### config.mk
export PLATFORM = sky130hd
export DESIGN_NAME = round_robin_process_scheduler_unit
export DESIGN_NICKNAME = d
export VERILOG_FILES = /design/src/rtl/core/rrps_pkg.sv /design/src/rtl/core/rrps_ram.sv /design/src/rtl/core/rrps_ctrl.sv /design/src/rtl/core/rrps_dp.sv /design/src/rtl/core/round_robin_process_scheduler_unit.sv
export SDC_FILE = /design/constraint.sdc
export NUM_CORES = 2
export LEC_CHECK = 0
export ABC_AREA = 1
export ABC_CLOCK_PERIOD_IN_PS = 4700
export BUFFER_PORTS_ARGS = -buffer_cell sky130_fd_sc_hd__buf_2
export CAP_MARGIN = 0
export CELL_PAD_IN_SITES_DETAIL_PLACEMENT = 0
export CELL_PAD_IN_SITES_GLOBAL_PLACEMENT = 1
export CORE_ASPECT_RATIO = 0.6
export CORE_MARGIN = 2
export CORE_UTILIZATION = 45
export DETAILED_ROUTE_END_ITERATION = 16
export PLACE_DENSITY_LB_ADDON = 0.1
export SLEW_MARGIN = 20
export SYNTH_ARGS = -nofsm -noshare
export SYNTH_HDL_FRONTEND = slang
export SYNTH_HIERARCHICAL = 1
export SYNTH_SLANG_ARGS = --single-unit
### constraint.sdc
create_clock -name clk -period 4.7 [get_ports clk]
set_clock_uncertainty 0.1 [all_clocks]
set_input_delay 0.94 -clock clk [delete_from_list [all_inputs] [get_ports clk]]
set_output_delay 0.94 -clock clk [all_outputs]
set_load 0.005 [all_outputs]
### src/rtl/core/rrps_pkg.sv
`timescale 1ns / 1ps
package rrps_pkg;

  typedef enum logic [1:0] {
    ST_INVALID = 2'd0,
    ST_READY   = 2'd1,
    ST_RUNNING = 2'd2,
    ST_TERM    = 2'd3
  } ent_state_t;

  typedef enum logic [1:0] {
    CMD_CREATE = 2'd0,
    CMD_TICK   = 2'd1,
    CMD_TERM   = 2'd2
  } cmd_code_t;

  typedef enum logic [1:0] {
    STAT_OK        = 2'd0,
    STAT_FULL      = 2'd1,
    STAT_NOT_FOUND = 2'd2
  } status_code_t;

  typedef enum logic [1:0] {
    KEY_TARGET = 2'd0,
    KEY_POP    = 2'd1,
    KEY_CUR    = 2'd2
  } key_sel_t;

  typedef enum logic [3:0] {
    S_IDLE,
    S_DECODE,
    S_FIND_TERM,
    S_TERM_UPD,
    S_POP,
    S_POP_WAIT,
    S_FIND_DISP,
    S_DISP,
    S_PRE_CHK,
    S_FIND_PRE,
    S_PREEMPT,
    S_PURGE,
    S_DONE
  } fsm_state_t;

  typedef struct packed {
    logic [31:0] id;
    ent_state_t  st;
  } entry_t;

  typedef struct packed {
    logic     capture;
    logic     res_clear;
    logic     do_create;
    logic     tick_inc;
    logic     scan_clear;
    key_sel_t key_sel;
    logic     scan_run;
    logic     term_mark;
    logic     term_miss;
    logic     pop;
    logic     dispatch;
    logic     preempt;
    logic     purge_run;
  } dp_ctl_t;

  typedef struct packed {
    cmd_code_t cmd;
    logic      fifo_empty;
    logic      cur_zero;
    logic      scan_done;
    logic      found;
    logic      found_ready;
    logic      found_running;
    logic      slice_hit;
    logic      purge_done;
  } dp_sts_t;

  localparam logic [15:0] SLICE_RESET = 16'd10;
  localparam int EV_DISPATCH = 0;
  localparam int EV_PREEMPT  = 1;

endpackage

### src/rtl/core/rrps_ram.sv
`timescale 1ns / 1ps
module rrps_ram #(
  parameter int WIDTH = 32,
  parameter int DEPTH = 16
) (
  input  logic                                    clk,
  input  logic                                    we,
  input  logic [((DEPTH > 1) ? $clog2(DEPTH) : 1)-1:0] waddr,
  input  logic [WIDTH-1:0]                        wdata,
  input  logic                                    re,
  input  logic [((DEPTH > 1) ? $clog2(DEPTH) : 1)-1:0] raddr,
  output logic [WIDTH-1:0]                        rdata
);

  logic [WIDTH-1:0] mem [DEPTH];

  always_ff @(posedge clk) begin
    if (we) begin
      mem[waddr] <= wdata;
    end
    if (re) begin
      rdata <= mem[raddr];
    end
  end

endmodule

### src/rtl/core/rrps_ctrl.sv
`timescale 1ns / 1ps
module rrps_ctrl (
  input  logic             clk,
  input  logic             rst_n,
  input  logic             start,
  input  rrps_pkg::dp_sts_t sts,
  output rrps_pkg::dp_ctl_t ctl,
  output logic             busy,
  output logic             out_valid
);
  import rrps_pkg::*;

  fsm_state_t state_r, state_nxt;

  always_ff @(posedge clk) begin
    if (!rst_n) begin
      state_r <= S_IDLE;
    end else begin
      state_r <= state_nxt;
    end
  end

  always_comb begin
    state_nxt = state_r;
    case (state_r)
      S_IDLE: begin
        if (start) state_nxt = S_DECODE;
      end
      S_DECODE: begin
        case (sts.cmd)
          CMD_CREATE: state_nxt = S_DONE;
          CMD_TERM:   state_nxt = S_FIND_TERM;
          CMD_TICK: begin
            if (sts.fifo_empty) state_nxt = S_DONE;
            else if (sts.cur_zero) state_nxt = S_POP;
            else state_nxt = S_PRE_CHK;
          end
          default: state_nxt = S_DONE;
        endcase
      end
      S_FIND_TERM: begin
        if (sts.scan_done) state_nxt = S_TERM_UPD;
      end
      S_TERM_UPD: state_nxt = S_DONE;
      S_POP:      state_nxt = S_POP_WAIT;
      S_POP_WAIT: state_nxt = S_FIND_DISP;
      S_FIND_DISP: begin
        if (sts.scan_done) state_nxt = S_DISP;
      end
      S_DISP: state_nxt = S_PRE_CHK;
      S_PRE_CHK: begin
        if (sts.cur_zero) state_nxt = S_PURGE;
        else state_nxt = S_FIND_PRE;
      end
      S_FIND_PRE: begin
        if (sts.scan_done) state_nxt = S_PREEMPT;
      end
      S_PREEMPT: state_nxt = S_PURGE;
      S_PURGE: begin
        if (sts.purge_done) state_nxt = S_DONE;
      end
      S_DONE:  state_nxt = S_IDLE;
      default: state_nxt = S_IDLE;
    endcase
  end

  always_comb begin
    ctl = '0;
    ctl.key_sel = KEY_TARGET;
    busy = (state_r != S_IDLE);
    out_valid = 1'b0;
    case (state_r)
      S_IDLE: begin
        ctl.capture = start;
      end
      S_DECODE: begin
        ctl.res_clear  = 1'b1;
        ctl.do_create  = (sts.cmd == CMD_CREATE);
        ctl.tick_inc   = (sts.cmd == CMD_TICK);
        ctl.scan_clear = 1'b1;
        ctl.key_sel    = KEY_TARGET;
      end
      S_FIND_TERM: ctl.scan_run = 1'b1;
      S_TERM_UPD: begin
        ctl.term_mark = sts.found;
        ctl.term_miss = !sts.found;
      end
      S_POP: ctl.pop = 1'b1;
      S_POP_WAIT: begin
        ctl.scan_clear = 1'b1;
        ctl.key_sel    = KEY_POP;
      end
      S_FIND_DISP: ctl.scan_run = 1'b1;
      S_DISP: begin
        ctl.dispatch = sts.found && sts.found_ready;
      end
      S_PRE_CHK: begin
        ctl.scan_clear = 1'b1;
        ctl.key_sel    = KEY_CUR;
      end
      S_FIND_PRE: ctl.scan_run = 1'b1;
      S_PREEMPT: begin
        ctl.preempt    = sts.found && sts.found_running && sts.slice_hit;
        ctl.scan_clear = 1'b1;
        ctl.key_sel    = KEY_CUR;
      end
      S_PURGE: ctl.purge_run = 1'b1;
      S_DONE:  out_valid = 1'b1;
      default: ctl = '0;
    endcase
  end

endmodule

### src/rtl/core/rrps_dp.sv
`timescale 1ns / 1ps
module rrps_dp #(
  parameter int TABLE_DEPTH = 16,
  parameter int QUEUE_DEPTH = 32
) (
  input  logic                               clk,
  input  logic                               rst_n,
  input  logic [1:0]                         in_cmd,
  input  logic [31:0]                        in_target_id,
  input  logic                               cfg_we,
  input  logic [15:0]                        cfg_wdata,
  input  rrps_pkg::dp_ctl_t                  ctl,
  output rrps_pkg::dp_sts_t                  sts,
  output logic [1:0]                         out_status,
  output logic [31:0]                        out_new_id,
  output logic [31:0]                        out_running_id,
  output logic [1:0]                         out_event_res,
  output logic [$clog2(TABLE_DEPTH+1)-1:0]   out_process_count,
  output logic [$clog2(QUEUE_DEPTH+1)-1:0]   out_ready_count,
  output logic                               out_queue_overflow
);
  import rrps_pkg::*;

  localparam int TAW = (TABLE_DEPTH > 1) ? $clog2(TABLE_DEPTH) : 1;
  localparam int TCW = $clog2(TABLE_DEPTH + 1);
  localparam int QAW = (QUEUE_DEPTH > 1) ? $clog2(QUEUE_DEPTH) : 1;
  localparam int QCW = $clog2(QUEUE_DEPTH + 1);
  localparam int EW  = $bits(entry_t);

  cmd_code_t    cmd_r;
  logic [31:0]  target_r;
  logic [31:0]  key_r;
  logic [15:0]  slice_r;
  logic [31:0]  current_r;
  logic [31:0]  next_id_r;
  logic [15:0]  elapsed_r;
  logic [TCW-1:0] count_r;
  logic [QAW-1:0] head_r;
  logic [QCW-1:0] fill_r;
  logic [TCW-1:0] scan_idx_r;
  logic         rd_vld_r;
  logic [TAW-1:0] rd_idx_r;
  logic         found_r;
  logic [TAW-1:0] found_idx_r;
  ent_state_t   found_st_r;
  logic [TCW-1:0] w_r;
  status_code_t status_r;
  logic [31:0]  new_id_r;
  logic [1:0]   event_r;
  logic         ovf_r;

  logic           t_we;
  logic [TAW-1:0] t_waddr;
  entry_t         t_wdata;
  logic [EW-1:0]  t_rdata_raw;
  entry_t         t_rdata;
  logic           issue;
  logic           hit;
  logic           scan_end;
  logic           purge_we;
  logic           table_full;
  logic           create_ok;

  logic           fifo_full;
  logic           push_req;
  logic           push_ok;
  logic [31:0]    push_id;
  logic [QCW:0]   slot_sum;
  logic [QCW:0]   slot_wrap;
  logic [31:0]    q_rdata;
  logic [31:0]    key_mux;

  assign t_rdata    = entry_t'(t_rdata_raw);
  assign table_full = (count_r == TCW'(TABLE_DEPTH));
  assign create_ok  = ctl.do_create && !table_full;
  assign scan_end   = !rd_vld_r && (scan_idx_r >= count_r);
  assign issue      = ((ctl.scan_run && !found_r) || ctl.purge_run) && (scan_idx_r < count_r);
  assign hit        = ctl.scan_run && !found_r && rd_vld_r && (t_rdata.id == key_r);
  assign purge_we   = ctl.purge_run && rd_vld_r && (t_rdata.st != ST_TERM);

  assign fifo_full = (fill_r == QCW'(QUEUE_DEPTH));
  assign push_req  = create_ok || ctl.preempt;
  assign push_ok   = push_req && !fifo_full;
  assign push_id   = ctl.preempt ? current_r : next_id_r;
  assign slot_sum  = (QCW+1)'(head_r) + (QCW+1)'(fill_r);
  assign slot_wrap = (slot_sum >= (QCW+1)'(QUEUE_DEPTH)) ?
                     slot_sum - (QCW+1)'(QUEUE_DEPTH) : slot_sum;

  always_comb begin
    case (ctl.key_sel)
      KEY_TARGET: key_mux = target_r;
      KEY_POP:    key_mux = q_rdata;
      KEY_CUR:    key_mux = current_r;
      default:    key_mux = current_r;
    endcase
  end

  always_comb begin
    t_we    = 1'b0;
    t_waddr = found_idx_r;
    t_wdata = '{id: key_r, st: ST_TERM};
    if (create_ok) begin
      t_we    = 1'b1;
      t_waddr = count_r[TAW-1:0];
      t_wdata = '{id: next_id_r, st: ST_READY};
    end else if (ctl.term_mark) begin
      t_we    = 1'b1;
      t_wdata = '{id: target_r, st: ST_TERM};
    end else if (ctl.dispatch) begin
      t_we    = 1'b1;
      t_wdata = '{id: key_r, st: ST_RUNNING};
    end else if (ctl.preempt) begin
      t_we    = 1'b1;
      t_wdata = '{id: key_r, st: ST_READY};
    end else if (purge_we) begin
      t_we    = 1'b1;
      t_waddr = w_r[TAW-1:0];
      t_wdata = t_rdata;
    end
  end

  rrps_ram #(
    .WIDTH (EW),
    .DEPTH (TABLE_DEPTH)
  ) u_table (
    .clk   (clk),
    .we    (t_we),
    .waddr (t_waddr),
    .wdata (EW'(t_wdata)),
    .re    (issue),
    .raddr (scan_idx_r[TAW-1:0]),
    .rdata (t_rdata_raw)
  );

  rrps_ram #(
    .WIDTH (32),
    .DEPTH (QUEUE_DEPTH)
  ) u_queue (
    .clk   (clk),
    .we    (push_ok),
    .waddr (slot_wrap[QAW-1:0]),
    .wdata (push_id),
    .re    (ctl.pop),
    .raddr (head_r),
    .rdata (q_rdata)
  );

  // control state
  always_ff @(posedge clk) begin
    if (!rst_n) begin
      slice_r    <= SLICE_RESET;
      current_r  <= '0;
      next_id_r  <= 32'd1;
      elapsed_r  <= '0;
      count_r    <= '0;
      head_r     <= '0;
      fill_r     <= '0;
      scan_idx_r <= '0;
      rd_vld_r   <= 1'b0;
      found_r    <= 1'b0;
      w_r        <= '0;
    end else begin
      if (cfg_we) slice_r <= cfg_wdata;

      if (create_ok) begin
        next_id_r <= (next_id_r == '1) ? 32'd1 : next_id_r + 32'd1;
      end

      if (create_ok) begin
        count_r <= count_r + 1'b1;
      end else if (ctl.purge_run && scan_end) begin
        count_r <= w_r;
      end

      if (ctl.dispatch) begin
        current_r <= key_r;
      end else if (ctl.preempt) begin
        current_r <= '0;
      end else if (ctl.term_mark && (current_r == target_r)) begin
        current_r <= '0;
      end

      if (ctl.dispatch || ctl.preempt) begin
        elapsed_r <= '0;
      end else if (ctl.tick_inc && (current_r != '0) && (elapsed_r != '1)) begin
        elapsed_r <= elapsed_r + 16'd1;
      end

      if (ctl.pop) begin
        head_r <= (head_r == QAW'(QUEUE_DEPTH - 1)) ? '0 : head_r + 1'b1;
        fill_r <= fill_r - 1'b1;
      end else if (push_ok) begin
        fill_r <= fill_r + 1'b1;
      end

      if (ctl.scan_clear) begin
        scan_idx_r <= '0;
        rd_vld_r   <= 1'b0;
        found_r    <= 1'b0;
        w_r        <= '0;
      end else begin
        if (issue) scan_idx_r <= scan_idx_r + 1'b1;
        rd_vld_r <= issue;
        if (hit) found_r <= 1'b1;
        if (purge_we) w_r <= w_r + 1'b1;
      end
    end
  end

  // request payload, scan payload and results
  always_ff @(posedge clk) begin
    if (ctl.capture) begin
      cmd_r    <= cmd_code_t'(in_cmd);
      target_r <= in_target_id;
    end
    if (ctl.scan_clear) key_r <= key_mux;
    rd_idx_r <= scan_idx_r[TAW-1:0];
    if (hit) begin
      found_idx_r <= rd_idx_r;
      found_st_r  <= t_rdata.st;
    end
    if (ctl.res_clear) begin
      status_r <= (ctl.do_create && table_full) ? STAT_FULL : STAT_OK;
      new_id_r <= create_ok ? next_id_r : 32'd0;
      event_r  <= 2'b00;
      ovf_r    <= push_req && fifo_full;
    end else begin
      if (ctl.term_miss) status_r <= STAT_NOT_FOUND;
      if (ctl.dispatch) event_r[EV_DISPATCH] <= 1'b1;
      if (ctl.preempt) event_r[EV_PREEMPT] <= 1'b1;
      if (ctl.preempt && fifo_full) ovf_r <= 1'b1;
    end
  end

  assign sts.cmd           = cmd_r;
  assign sts.fifo_empty    = (fill_r == '0);
  assign sts.cur_zero      = (current_r == '0);
  assign sts.scan_done     = found_r || scan_end;
  assign sts.found         = found_r;
  assign sts.found_ready   = (found_st_r == ST_READY);
  assign sts.found_running = (found_st_r == ST_RUNNING);
  assign sts.slice_hit     = (elapsed_r >= slice_r);
  assign sts.purge_done    = scan_end;

  assign out_status         = status_r;
  assign out_new_id         = new_id_r;
  assign out_running_id     = current_r;
  assign out_event_res      = event_r;
  assign out_process_count  = count_r;
  assign out_ready_count    = fill_r;
  assign out_queue_overflow = ovf_r;

endmodule

### src/rtl/core/round_robin_process_scheduler_unit.sv
`timescale 1ns / 1ps
// one request at a time; busy stays high from accept until the result strobe
// create and unused codes finish right after decode; terminate sweeps the table once
// tick, unless the ready queue is empty, is set by table ram sweeps
// (lookups of the popped and the running id, then the compaction pass)
// out_valid is high for one cycle per request; the receiver cannot stall
// synchronous active-low reset: table and queue empty, idle, next id 1, slice 10
module round_robin_process_scheduler_unit #(
  parameter int TABLE_DEPTH = 16,
  parameter int QUEUE_DEPTH = 32
) (
  input  logic                               clk,
  input  logic                               rst_n,
  input  logic                               start,
  output logic                               busy,
  input  logic [1:0]                         in_cmd,
  input  logic [31:0]                        in_target_id,
  input  logic                               cfg_we,
  input  logic [15:0]                        cfg_wdata,
  output logic                               out_valid,
  output logic [1:0]                         out_status,
  output logic [31:0]                        out_new_id,
  output logic [31:0]                        out_running_id,
  output logic [1:0]                         out_event_res,
  output logic [$clog2(TABLE_DEPTH+1)-1:0]   out_process_count,
  output logic [$clog2(QUEUE_DEPTH+1)-1:0]   out_ready_count,
  output logic                               out_queue_overflow
);
  import rrps_pkg::*;

  dp_ctl_t ctl;
  dp_sts_t sts;

  rrps_ctrl u_ctrl (
    .clk       (clk),
    .rst_n     (rst_n),
    .start     (start),
    .sts       (sts),
    .ctl       (ctl),
    .busy      (busy),
    .out_valid (out_valid)
  );

  rrps_dp #(
    .TABLE_DEPTH (TABLE_DEPTH),
    .QUEUE_DEPTH (QUEUE_DEPTH)
  ) u_dp (
    .clk                (clk),
    .rst_n              (rst_n),
    .in_cmd             (in_cmd),
    .in_target_id       (in_target_id),
    .cfg_we             (cfg_we),
    .cfg_wdata          (cfg_wdata),
    .ctl                (ctl),
    .sts                (sts),
    .out_status         (out_status),
    .out_new_id         (out_new_id),
    .out_running_id     (out_running_id),
    .out_event_res      (out_event_res),
    .out_process_count  (out_process_count),
    .out_ready_count    (out_ready_count),
    .out_queue_overflow (out_queue_overflow)
  );

endmodule

==> metrics.md <==
| Metric | Value |
|---|---|
| Status | completed |
| Critical path depth in cells | 17 |
| RSZ-0062 raised after global routing | no |
| Register area share after synthesis | 68.0% |
| Top FF cell, synth | edfxtp_1 |
| Number of synthesized register bits | 1875 |
| Final setup violation count | 0 |
| Global-route wire length before repair | 365000 um |
| Die Span X | 551 um |
| Share of cells above drive strength 1 | 10.0% |
| Largest cells by area after synthesis | edfxtp_1 65%, nand2_1 12%, nand3_1 8.3% |
| Library cells used by synthesis | 56 |
| Vias per inst | 5.51 |
| Mapped Area | 0.0808 mm2 |
| CTS root buf | clkbuf_16 |
| CP startpoint kind | flip-flop |
| Max Cap Viol | 0 |
| Grt total ovfl | 0 |
| Cell type with the largest total area after synthesis | edfxtp_1 |
| Seq. cell area | 0.0550 mm2 |
| Post-CTS Resized | 0 |
| Hold_buf cts | 0 |
| Worst hold path stage count | 1 |
| All-Layer GR Usage | 27.2% |
| Final hold violations | 0 |
| CTS Buf Count | 184 |
| CP max stage cell | nand3_1 |
| Worst VDD drop | 0.333 mV |
| Critical Path RT | 5.07 ns |
| Final TNS setup | 0 ns |
| Htree depth | 4 |
| Initial DRC Count | 7273 |
| Crit-path cells | inv_1 > ha_1 > o21ai_0 > a21oi_1 > o21bai_1 > a21oi_1 > nor2_1 > o21ai_0 > nand3_1 > nor2_4 > nor3_2 > nand2_1 > mux2i_1 > o21ai_0 > nand3_1 > nor2_4 > buf_12 |
| Die area | 0.183 mm2 |
| Via count | 56.3k |
| Worst slew pin tran | 1.11 ns |
| # DRC | 0 |
| Maximum fanout along the worst path | 24 |
| Top cells by count, synth | 2510 x nand2_1, 1741 x edfxtp_1, 1338 x nand3_1, 657 x inv_1, 214 x nor2_1 |
| GP Congestion | 0.934 |
| Yosys warnings | 6 |
| Layout filler cell count | 15.9k |
| Max-slew headroom | 26.3% |
| Slowest stage delay, CP | 0.43 ns |
| Post-CTS setup buffers | 0 |
| Dpl ws | 0.233 ns |
| PnR worst setup slack | 0.338 ns |
| Clock Tree Buf Depth | 4 |
| Post-Syn Nets | 7683 |
| Hold Slack | 0.197 ns |
| DP Wirelength | 158000 um |
| CP top delay family | simple AND/OR/NAND/NOR gates |
| Critical path's most frequent cell | o21ai_0 |
| Async S/R FF share, synth | 0% |
| Rows | 120 |
| Post-synth top area share | 64.7% |
| Drt first pass iters | 6 |
| Starting Density | 45.3% |
| Clock latency on the worst-skew pair | 0.83 ns |
| Antenna violations before repair | 3 |
| Post-Route WL | 252000 um |
| Clock Pin Slew Worst Setup and Hold Paths | 0.06 ns |
| Power per cell area | 481 mW/mm2 |
| Avg WL per Cell | 24.7 um |
| Final min period | 4.36 ns |
| Number of routed nets with antenna violations | 0 |
| Max Freq | 229 MHz |
| Port bufs | 135 |
| R2r worst-path depth | 17 |
| Crit path DAT | 4.73 ns |
| Worst hold path class | in2reg |
| CP Class | reg2reg |
| Antenna cell count | 0 |
| Total core area | 0.178 mm2 |
| CTS tree | yes |
| LEAKAGE | 35.1 nW |
| Top-Level Pins | 136 |
| Area Overhead vs Synth | 12.4% |
| Count leader, synth | nand2_1 |
| Crit share post-route | 92.8% |
| Die Ht | 332 um |
| Mean post-synth cell area | 10.7 um2 |
| Cells after Synth | 7590 |
| Count of flip-flops with a built-in enable after synthesis | 1741 |
| Number of global-route vias before repair | 51.3k |
| Bufs and invs on worst path | 2 |
| Clock tree sinks | 1875 |
| Crit end category | flip-flop |
| Max-slew violations | 0 |
| Pin count of the biggest net entering global routing | 174 |
| Area of the multi-input gates | 0.0217 mm2 |
| Net count, final | 7790 |
[worst paths after layout]
check	slack, ns	startpoint	end
max	0.34	u_dp/elapsed_r[0]	u_dp/u_table/mem[15][26]
min	0.20	in_target_id[25]	u_dp/target_r[25]
max reg2reg	0.34	u_dp/elapsed_r[0]	u_dp/u_table/mem[15][26]
min reg2reg	0.30	u_dp/rd_idx_r[3]	u_dp/found_idx_r[3]
[power breakdown]
part	leakage (nW)	internal [W]	total [W]	switching, W
Clock	2.84	0.00829	0.0146	0.00636
Sequential	18.1	0.0198	0.0204	0.000595
Combinational	14.1	0.00217	0.00862	0.00645
[state kept, by name (all words and copies together) (netlist names), 32 cells and up]
signal / flops
u_dp/key_r: 32
u_dp/next_id_r: 32
u_dp/out_new_id: 32
u_dp/out_running_id: 32
u_dp/target_r: 32
u_dp/u_queue/mem: 1024
u_dp/u_queue/rdata: 32
u_dp/u_table/mem: 544
u_dp/u_table/rdata: 34
[kinds of logic (layout without fill, tap and decap cells)]
family / after synthesis / after routing / synth area share [%]
compound gates: 332 / 332 / 2.44
mux: 2 / 2 / 0.0248
xor+xnor: 57 / 57 / 0.618
fa+ha+maj: 39 / 39 / 0.622
simple gates: 4205 / 4205 / 22.1
buf+inv: 1080 / 1325 / 6.17
flops: 1875 / 1875 / 68.0
[cell type report]
| cell class | instances | area share, % |
|---|---|---|
| Sequential cell | 1875 | 60.5 |
| Inverter | 682 | 2.86 |
| Tap cell | 2379 | 3.28 |
| Timing Repair Buffer | 319 | 3.09 |
| Clock buffer | 216 | 5.30 |
| Clock inverter | 108 | 1.09 |
| Multi-Input combinational cell | 4635 | 23.8 |
[through the flow]
| step | instances | area [um2] | util, % | power, W |
|---|---|---|---|---|
| global route | 10200 | 90800 | 50.9 | 0.0454 |
| global placement | 9885 | 84900 | 47.6 | 0.0292 |
| CTS | 10200 | 90700 | 50.8 | 0.0438 |
| floorplan | 7590 | 80800 | - | 0.0259 |
| detailed placement | 9886 | 84900 | 47.6 | 0.0292 |
| finish | 10200 | 90800 | 50.9 | 0.0437 |
[per-layer routing]
layer	GRT usage (%)	routed length, um	vias up
met3	5.46	24100	278
li1	-	-	26000
met4	4.89	4180	2
met1	44.4	121000	27500
met5	0	19	-
met2	37.1	103000	2470
[cells in the final DEF, fill, tap and decap left out, types with 47 or more instances in the layout]
master        n
nand3_1    1338
a21oi_1     107
inv_1       653
buf_4       121
edfxtp_1   1741
nand2_1    2510
nor2_4       57
nor2_1      161
o21ai_0      89
nor3_1       47
clkbuf_16   186
buf_2       137
dfxtp_1     125
buf_12       59
[worst reg2reg max path, stage by stage (launching register included)]
cell,delay [ns]
dfxtp_1,0.41
inv_1,0.09
ha_1,0.28
o21ai_0,0.18
a21oi_1,0.09
o21bai_1,0.12
a21oi_1,0.08
nor2_1,0.09
o21ai_0,0.19
nand3_1,0.20
nor2_4,0.06
nor3_2,0.32
nand2_1,0.18
mux2i_1,0.14
o21ai_0,0.38
nand3_1,0.43
nor2_4,0.33
buf_12,0.31
Note: power is estimated with default switching activity, not from simulation.
